**config.mk**
```make
export PLATFORM = sky130hd
export DESIGN_NAME = lfu_cache_table
export DESIGN_NICKNAME = d
export VERILOG_FILES = /design/src/hw/rtl/lct_pkg.sv /design/src/hw/rtl/lct_cell.sv /design/src/hw/rtl/lfu_cache_table.sv
export VERILOG_INCLUDE_DIRS = /design/src /design/src/hw/rtl
export SDC_FILE = /design/constraint.sdc
export NUM_CORES = 2
export LEC_CHECK = 0
export ABC_AREA = 0
export BUFFER_PORTS_ARGS = -buffer_cell sky130_fd_sc_hd__buf_2
export CORE_MARGIN = 2
export CORE_UTILIZATION = 60
export DETAILED_ROUTE_END_ITERATION = 8
export PLACE_DENSITY = 0.76
export REMOVE_ABC_BUFFERS = 1
export SKIP_LAST_GASP = 1
export SLEW_MARGIN = 20
export SYNTH_ARGS = -nofsm -noshare
export SYNTH_HDL_FRONTEND = slang
export SYNTH_HIERARCHICAL = 1
export SYNTH_SLANG_ARGS = --single-unit
```
**constraint.sdc**
```tcl
create_clock -name clock -period 8.9 [get_ports clock]
set_input_delay 0.445 -clock clock [delete_from_list [all_inputs] [get_ports clock]]
set_output_delay 0.445 -clock clock [all_outputs]
set_load 0.03 [all_outputs]
```
**src/hw/rtl/lfu_cache_table_macros.svh**
```systemverilog
// assertion helpers for the lfu cache table
`ifndef LFU_CACHE_TABLE_MACROS_SVH
`define LFU_CACHE_TABLE_MACROS_SVH

// property must hold at every clock edge outside reset
`define LCT_CHECK(label, prop) \
   label: assert property (@(posedge clock) disable iff (reset) prop) \
      else $error("lfu_cache_table check failed");

// condition must never be true outside reset
`define LCT_NEVER(label, cond) \
   `LCT_CHECK(label, !(cond))

`endif

```
**src/hw/rtl/lct_pkg.sv**
```systemverilog
package lct_pkg;

   localparam int ENTRIES    = 16;
   localparam int COUNT_BITS = 16;
   localparam int IDX_W      = (ENTRIES > 1) ? $clog2(ENTRIES) : 1;
   localparam int RANK_W     = IDX_W;
   localparam int OCC_W      = $clog2(ENTRIES + 1);
   localparam int CAP_W      = 5;

   localparam logic [CAP_W-1:0] CAP_RESET = 5'd16;

   localparam logic FUNC_GET = 1'b0;
   localparam logic FUNC_PUT = 1'b1;

   localparam logic [1:0] OP_NONE   = 2'd0;
   localparam logic [1:0] OP_TOUCH  = 2'd1;
   localparam logic [1:0] OP_INSERT = 2'd2;

   typedef struct packed {
      logic               func;
      logic [31:0]        key;
      logic signed [31:0] value;
   } req_type;

   typedef struct packed {
      logic               found;
      logic signed [31:0] read_value;
      logic               evicted;
      logic [31:0]        evicted_key;
   } rsp_type;

   // best eviction candidate seen so far along the chain
   typedef struct packed {
      logic                  ok;
      logic [COUNT_BITS-1:0] cnt;
      logic [RANK_W-1:0]     rank;
      logic [IDX_W-1:0]      idx;
      logic [31:0]           key;
   } cand_type;

   // update broadcast to every cell
   typedef struct packed {
      logic [1:0]        kind;
      logic [IDX_W-1:0]  slot;
      logic [RANK_W-1:0] rank;
      logic              evict;
      logic              wr_data;
      logic [31:0]       key;
      logic [31:0]       value;
   } op_type;

endpackage

```
**src/hw/rtl/lct_cell.sv**
```systemverilog
module lct_cell (
   input  logic                 clock,
   input  logic                 reset,
   input  logic [lct_pkg::IDX_W-1:0] idx,
   input  lct_pkg::op_type      op,
   input  logic [31:0]          look_key,
   input  lct_pkg::cand_type    cand_in,
   output lct_pkg::cand_type    cand_out,
   output logic                 valid,
   output logic                 match,
   output logic [31:0]          data,
   output logic [lct_pkg::RANK_W-1:0] rank
);
   import lct_pkg::*;

   logic                  valid_ff, valid_in;
   logic [31:0]           key_ff, key_in;
   logic [31:0]           data_ff, data_in;
   logic [COUNT_BITS-1:0] cnt_ff, cnt_in;
   logic [RANK_W-1:0]     rank_ff, rank_in;
   cand_type              cand_ff, cand_in_nxt;
   logic                  mine;

   assign mine = (op.slot == idx);

   always_comb begin
      valid_in = valid_ff;
      key_in   = key_ff;
      data_in  = data_ff;
      cnt_in   = cnt_ff;
      rank_in  = rank_ff;
      case (op.kind)
         OP_TOUCH: begin
            if (mine) begin
               rank_in = '0;
               if (cnt_ff != '1) cnt_in = cnt_ff + 1'b1;
               if (op.wr_data) data_in = op.value;
            end else if (valid_ff && rank_ff < op.rank) begin
               rank_in = rank_ff + 1'b1;
            end
         end
         OP_INSERT: begin
            if (mine) begin
               valid_in = 1'b1;
               key_in   = op.key;
               data_in  = op.value;
               cnt_in   = COUNT_BITS'(1);
               rank_in  = '0;
            end else if (valid_ff && (!op.evict || rank_ff < op.rank)) begin
               rank_in = rank_ff + 1'b1;
            end
         end
         default: ;
      endcase
   end

   // keep the lower count, the older entry on equal counts
   always_comb begin
      cand_in_nxt = cand_in;
      if (valid_ff && (!cand_in.ok || cnt_ff < cand_in.cnt ||
          (cnt_ff == cand_in.cnt && rank_ff > cand_in.rank))) begin
         cand_in_nxt.ok   = 1'b1;
         cand_in_nxt.cnt  = cnt_ff;
         cand_in_nxt.rank = rank_ff;
         cand_in_nxt.idx  = idx;
         cand_in_nxt.key  = key_ff;
      end
   end

   always_ff @(posedge clock) begin
      if (reset) begin
         valid_ff   <= 1'b0;
         cand_ff.ok <= 1'b0;
      end else begin
         valid_ff   <= valid_in;
         cand_ff.ok <= cand_in_nxt.ok;
      end
      key_ff       <= key_in;
      data_ff      <= data_in;
      cnt_ff       <= cnt_in;
      rank_ff      <= rank_in;
      cand_ff.cnt  <= cand_in_nxt.cnt;
      cand_ff.rank <= cand_in_nxt.rank;
      cand_ff.idx  <= cand_in_nxt.idx;
      cand_ff.key  <= cand_in_nxt.key;
   end

   assign cand_out = cand_ff;
   assign valid    = valid_ff;
   assign match    = valid_ff && (key_ff == look_key);
   assign data     = data_ff;
   assign rank     = rank_ff;

endmodule

```
**src/hw/rtl/lfu_cache_table.sv**
```systemverilog
// lfu cache table: a key/value store of up to ENTRIES slots with least-frequently-used
// replacement, least recently used on equal counts. Each slot is one cell of a chain; keys
// are compared in all cells at once. A get or a put that hits, or a put that finds a free
// slot, goes through accept, lookup and result register steps. A put of a new key into a full
// table also scans while the eviction candidate ripples through the registered cell chain
// one cell per cycle. capacity must be written through csr_we/csr_wdata only while the
// block is idle; the block does not enforce this. Values above ENTRIES act as ENTRIES,
// zero makes puts do nothing. Slot valid bits clear in the reset cycle itself.
module lfu_cache_table (
   input  logic                 clock,
   input  logic                 reset,
   input  logic                 req_valid,
   output logic                 req_ready,
   input  lct_pkg::req_type     req_data,
   output logic                 rsp_valid,
   input  logic                 rsp_ready,
   output lct_pkg::rsp_type     rsp_data,
   input  logic                 csr_we,
   input  logic [lct_pkg::CAP_W-1:0] csr_wdata
);
   import lct_pkg::*;

   `include "lfu_cache_table_macros.svh"

   // sequencer codes
   localparam logic [1:0] S_IDLE = 2'd0;
   localparam logic [1:0] S_LOOK = 2'd1;
   localparam logic [1:0] S_SCAN = 2'd2;
   localparam logic [1:0] S_POST = 2'd3;
   localparam int SCAN_W = $clog2(ENTRIES + 1);

   logic [1:0]        state_ff, state_in;
   logic [CAP_W-1:0]  cap_ff;
   logic [OCC_W-1:0]  occ_ff, occ_in;
   logic [SCAN_W-1:0] scan_ff, scan_in;
   req_type           req_ff;
   rsp_type           pend_ff, pend_in;
   logic              rsp_valid_ff, rsp_valid_in;
   rsp_type           rsp_ff;
   op_type            op;

   // cell chain
   cand_type          chain [ENTRIES+1];
   logic [ENTRIES-1:0] valid_vec, match_vec;
   logic [31:0]       data_vec [ENTRIES];
   logic [RANK_W-1:0] rank_vec [ENTRIES];

   assign chain[0] = '0;

   for (genvar i = 0; i < ENTRIES; i++) begin : g_cell
      lct_cell u_cell (
         .clock    (clock),
         .reset    (reset),
         .idx      (IDX_W'(i)),
         .op       (op),
         .look_key (req_ff.key),
         .cand_in  (chain[i]),
         .cand_out (chain[i+1]),
         .valid    (valid_vec[i]),
         .match    (match_vec[i]),
         .data     (data_vec[i]),
         .rank     (rank_vec[i])
      );
   end

   // hit lookup: keys are unique among valid slots, so at most one match bit is set
   logic              hit_any;
   logic [IDX_W-1:0]  hit_idx;
   logic [31:0]       hit_data;
   logic [RANK_W-1:0] hit_rank;
   logic [IDX_W-1:0]  free_idx;
   logic              table_full;
   logic              cap_zero;

   always_comb begin
      hit_idx  = '0;
      hit_data = '0;
      hit_rank = '0;
      free_idx = '0;
      for (int i = 0; i < ENTRIES; i++) begin
         if (match_vec[i]) begin
            hit_idx  = hit_idx | IDX_W'(i);
            hit_data = hit_data | data_vec[i];
            hit_rank = hit_rank | rank_vec[i];
         end
      end
      // lowest-numbered free slot
      for (int i = ENTRIES - 1; i >= 0; i--) begin
         if (!valid_vec[i]) free_idx = IDX_W'(i);
      end
   end

   assign hit_any  = |match_vec;
   assign cap_zero = (cap_ff == '0);
   // capacity above the slot count acts as the slot count
   assign table_full = (32'(cap_ff) >= 32'(ENTRIES)) ? (32'(occ_ff) >= 32'(ENTRIES))
                                                     : (32'(occ_ff) >= 32'(cap_ff));

   always_comb begin
      state_in     = state_ff;
      occ_in       = occ_ff;
      scan_in      = scan_ff;
      pend_in      = pend_ff;
      rsp_valid_in = rsp_valid_ff;
      op           = '0;
      op.kind      = OP_NONE;
      op.key       = req_ff.key;
      op.value     = req_ff.value;

      if (rsp_valid_ff && rsp_ready) rsp_valid_in = 1'b0;

      case (state_ff)
         S_IDLE: begin
            if (req_valid) state_in = S_LOOK;
         end
         S_LOOK: begin
            pend_in  = '0;
            state_in = S_POST;
            if (req_ff.func == FUNC_GET) begin
               if (hit_any) begin
                  pend_in.found      = 1'b1;
                  pend_in.read_value = hit_data;
                  op.kind            = OP_TOUCH;
                  op.slot            = hit_idx;
                  op.rank            = hit_rank;
               end
            end else if (!cap_zero) begin
               if (hit_any) begin
                  pend_in.found = 1'b1;
                  op.kind       = OP_TOUCH;
                  op.slot       = hit_idx;
                  op.rank       = hit_rank;
                  op.wr_data    = 1'b1;
               end else if (table_full) begin
                  // wait for the candidate to reach the chain end
                  scan_in  = '0;
                  state_in = S_SCAN;
               end else begin
                  op.kind = OP_INSERT;
                  op.slot = free_idx;
                  occ_in  = occ_ff + 1'b1;
               end
            end
         end
         S_SCAN: begin
            scan_in = scan_ff + 1'b1;
            if (32'(scan_ff) == 32'(ENTRIES - 1)) begin
               pend_in.evicted     = 1'b1;
               pend_in.evicted_key = chain[ENTRIES].key;
               op.kind             = OP_INSERT;
               op.slot             = chain[ENTRIES].idx;
               op.rank             = chain[ENTRIES].rank;
               op.evict            = 1'b1;
               state_in            = S_POST;
            end
         end
         S_POST: begin
            if (!rsp_valid_ff || rsp_ready) begin
               rsp_valid_in = 1'b1;
               state_in     = S_IDLE;
            end
         end
         default: state_in = S_IDLE;
      endcase
   end

   always_ff @(posedge clock) begin
      if (reset) begin
         state_ff     <= S_IDLE;
         cap_ff       <= CAP_RESET;
         occ_ff       <= '0;
         scan_ff      <= '0;
         rsp_valid_ff <= 1'b0;
      end else begin
         state_ff     <= state_in;
         occ_ff       <= occ_in;
         scan_ff      <= scan_in;
         rsp_valid_ff <= rsp_valid_in;
         if (csr_we) cap_ff <= csr_wdata;
      end
      pend_ff <= pend_in;
      if (state_ff == S_IDLE && req_valid) req_ff <= req_data;
      if (state_ff == S_POST && (!rsp_valid_ff || rsp_ready)) rsp_ff <= pend_ff;
   end

   assign req_ready = (state_ff == S_IDLE);
   assign rsp_valid = rsp_valid_ff;
   assign rsp_data  = rsp_ff;

   // fill count tracks the valid bits
   `LCT_CHECK(a_occ_matches_valid, ($countones(valid_vec) == int'(occ_ff)))
   // at most one slot holds a given key
   `LCT_CHECK(a_match_onehot, $onehot0(match_vec))
   // a result is never overwritten while waiting
   `LCT_CHECK(a_rsp_hold, (rsp_valid_ff && !rsp_ready) |=> (rsp_valid_ff && $stable(rsp_ff)))

endmodule

```
Word-level counts from Yosys, hierarchy flattened:

Index checks and enable logic that the tools add are counted.

* register bits after elaboration: 2470
* word-level logic and storage cells: 972
* bits of input ports: 75
* output and inout bits: 68

* add/subtract/negate cells: 34
* eq/ne operators: 156
* muxes and demuxes: 306
* reductions and logical operators: 220
* bitwise gates (word level): 33
* order comparisons: 49

Operators by type and width (number)
* $mux 32: 49
* $pmux 32 s2: 16
* $mux 57: 15
* $mux 16: 48
* $eq 32x32->1: 16
* $pmux 16 s2: 16
* $or 32x32->32: 15
* $mux 4: 105
* $add 16x1->16 const B: 16
* $ne 16x16->1 const B: 16
* $eq 16x16->1: 15
* $lt 16x16->1: 15
* $pmux 4 s2: 16
* $reduce_and 4->1: 32
* $ne 2x1->1 const B: 49
* $ne 3x1->1 const B: 32
* $logic_and 1x1->1: 81
* $mux 33: 2
* $pmux 33 s2: 1
* $add 4x1->4 const B: 16
* $lt 4x4->1: 16
* $gt 4x4->1: 15
* $or 4x4->4: 15
* $reduce_and 3->1: 17
* other kinds (34): 164

Depth between registers and ports, before layout:

* word-level depth: 43
* gate-level depth with buffers: 18
* depth with buffers taken out: 16

Modules after synthesis:

The synthesis kept the hierarchy.

Modules (own cells, without submodules)
* lct_cell at g_cell[0].u_cell ...: times used 14, seq. area each 3683.5 um^2, cells an instance 413, area an instance 5982.0 um^2
* lfu_cache_table: times used 1, seq. area each 6276.0 um^2, cells an instance 873, area an instance 10925.5 um^2
* lct_cell at g_cell[9].u_cell: times used 1, seq. area each 3683.5 um^2, cells an instance 416, area an instance 6019.5 um^2
* lct_cell at g_cell[15].u_cell: times used 1, seq. area each 3683.5 um^2, cells an instance 417, area an instance 5982.0 um^2

Worst setup path before layout:

Ideal clock, no wire load.

* path type: register to register
* start: reg req_ff, in the netlist op[35]
* end: reg g_cell[10].u_cell.data_ff[0] (enable)
* path buffers: 3
* library setup time: 0.424 ns
* cell stages (with the launch flop): 16
* setup slack: 1.210 ns
* arrival: 7.265 ns
* cell sequence: edfxtp_1 -> xnor2_1 -> nand4_1 -> nor4_1 -> nand4_1 -> nor4_1 -> clkbuf_1 -> clkbuf_1 -> clkbuf_1 -> nor4_1 -> nand2_1 -> a22oi_1 -> a21boi_0 -> xor2_1 -> nor4_1 -> nor2b_1

RTL lines
* from (decl): line lfu_cache_table.sv:36 `req_type req_ff;`
* from (signal assigned): line lfu_cache_table.sv:182 `if (state_ff == S_IDLE && req_valid) req_ff <= req_data;`
* to (signal assigned): line lct_cell.sv:79 `data_ff <= data_in;`
* to (decl): line lct_cell.sv:18 `logic [31:0] data_ff, data_in;`

==> results.txt <==
Post-layout min period: 7320 ps
Initial Utilization: 0.603
Area growth, synth to finish: 12.5%
WS Path Type: reg2reg
Antenna viol nets, final: 0
Clock root cell: clkbuf_16
Final Wtd Congestion: 0.883
Setup crit start kind: register
Largest net degree at the start of global routing: 57
Final setup viols: 0
Die W: 424 µm
Gate Count Post-Synth: 7452
Clock-pin slew on the worst setup and hold paths: 60 ps
Worst Hold Class: in2reg
Clk sinks: 2470
Die area: 0.180 mm²
Slew Viols, Final: 0
Number of max-cap violations: 0
Leak: 44.0 nW
Yosys warning count: 6
Placed instance area: 0.111 mm²
RSZ-0062 raised after global routing: false
Cells after DPL: 10100
Internal power: 20.3 mW
Sw Share: 0.242
DR WL/cell: 23.1 µm
Mapped cell area: 0.106 mm²
Final hold vios: 0
CTS Buf Count: 235
Vias in the first global route: 62500
I/O pin total: 143
Cell area after layout: 0.119 mm²
Combinational Power Share: 0.105
Worst-skew pair later-pin latency: 880 ps
Dpl hpwl: 162000 µm
Routed Wire Length: 245000 µm
Worst slew margin: 0.208
Peak supply drop: 0.171 mV
PortBufs: 142
Mean post-synth cell area: 14.2 µm²
Layout cells sized above 1: 0.194
Grt ovf: 0
DRC: 0
Post-cts resize count: 0
Row cnt: 154
Detailed Route Iter0 Violations: 5696
Status: complete, no violations
Post-CTS setup buffers: 0
Clock Skews: 42.8 ps
First-pass GRT wire length: 372000 µm
Cts hold-fix bufs: 75
Via Count: 62000
DIE HEIGHT: 424 µm
Initial antenna violation count: 3
Critical path fanouts, max: 22
Fin cells: 10600
Longest Clk Path Bufs: 3
Fmax: 137 MHz
Sequential Power Share: 0.518
Filler cells: 11800
Core area: 0.176 mm²
Tot GR Track Use: 0.268
PwrDens: 224 mW/mm²
Crit end category: register
DRT Pass-1 Iters: 8
Slew of the pin with the lowest slew margin: 1180 ps
DR vias/cell: 5.85
Setup tns final: 0 ps
CTS tree: done
Period utilization: 0.822
Worst path required time: 9470 ps
Nets: 8567
H-tree depth: 4
Worst path arrival time: 7880 ps
Psw: 6.47 mW
Clk pwr share: 0.377
worst max-delay path, cell delays in order (launching register included):
cell and delay, ps:
edfxtp_1 1040, buf_4 290, xnor2_1 130, nand4_1 120, nor4_1 560, nand4_1 220
nor4_2 1040, nor4_4 130, nand4_4 190, and3_1 200, a22oi_1 80, a21boi_2 480
buf_4 330, xor2_1 100, nor4_2 740, nor2b_4 930, buf_4 350
registers in the layout, summed over array words and instances (netlist names):
signal and flops:
g_cell.u_cell/valid 16, g_cell.u_cell/cand_out 895, g_cell.u_cell/data 512, cap_ff 5, g_cell.u_cell/cnt_ff 256, state_ff 2, rsp_valid 1, req_ff 1
rsp_data 66, scan_ff 5, op 64, g_cell.u_cell/rank 64, g_cell.u_cell/key_ff 512, occ_ff 5, pend_ff 66
metrics by stage:
step                 util  hold slack, ps  setup slack (ps)  power, mW
floorplan               -             400              -801       15.8
global placement    0.629             400              1970       16.7
detailed placement  0.629             405              1810       16.8
CTS                 0.678            19.7              1750       26.8
global route        0.678            49.4              1350       27.6
finish              0.678            63.9              1580       26.7
layout by cell type (no fill, tap or decap), types with 26 or more instances in the layout:
cell and count:
a21oi_1 187, a221oi_1 106, a22o_1 107, a22oi_1 80, a31oi_1 37, and2_1 64
and3_1 84, and4_1 45, buf_2 142, buf_4 141, clkbuf_1 57, clkbuf_16 238
clkbuf_8 35, clkinv_1 34, clkinv_2 37, conb_1 206, dfxtp_1 929, dlygate4sd3_1 75
edfxtp_1 1541, ha_1 442, inv_1 450, mux2_2 256, mux2_4 610, mux2i_1 34
nand2_1 114, nand2b_1 37, nand3_1 151, nand4_1 212, nor2_1 371, nor2b_1 102
nor4_1 44, nor4_2 26, o211ai_1 35, o21a_1 34, o21ai_0 115, or3_1 51
xnor2_1 541, xor2_1 257
routing by layer:
| metal | GRT usage | wire (µm) | up-vias |
|---|---|---|---|
| met4 | 0.0895 | 7820 | 4 |
| met2 | 0.435 | 115000 | 2444 |
| li1 | - | - | 28400 |
| met5 | 0 | 32 | - |
| met1 | 0.367 | 103000 | 30700 |
| met3 | 0.0447 | 18600 | 478 |
cell type report:
class                   instances  area [µm²]  share of cell area
well taps                    2340        2930              0.0245
inverters                     450        1690              0.0142
clock buffers                 330        6650              0.0557
flip-flops and latches       2470       64900               0.544
diodes                          2        5.00           0.0000419
repair buffers                360        2570              0.0216
multi-input cells            4531       39400               0.330
clock inverters               116        1240              0.0104
worst paths after layout:
check	from	to	slack, ps	cells past startpoint
min reg2reg	pend_ff[16]	rsp_data[16]	420	0
max	op[33]	g_cell[2].u_cell/data[6]	1580	16
max reg2reg	op[33]	g_cell[2].u_cell/data[6]	1580	16
min	csr_we	cap_ff[2]	60	3
power groups by stage:
| stage | registers, mW | logic [mW] | clock network (mW) |
|---|---|---|---|
| detailed placement | 14.1 | 2.75 | 0 |
| finish | 13.9 | 2.81 | 10.1 |
| CTS | 13.8 | 2.81 | 10.2 |
| floorplan | 14.1 | 1.74 | 0 |
| global route | 13.9 | 3.05 | 10.6 |
| global placement | 14.0 | 2.66 | 0 |
Power figures use the tool's default switching activity.
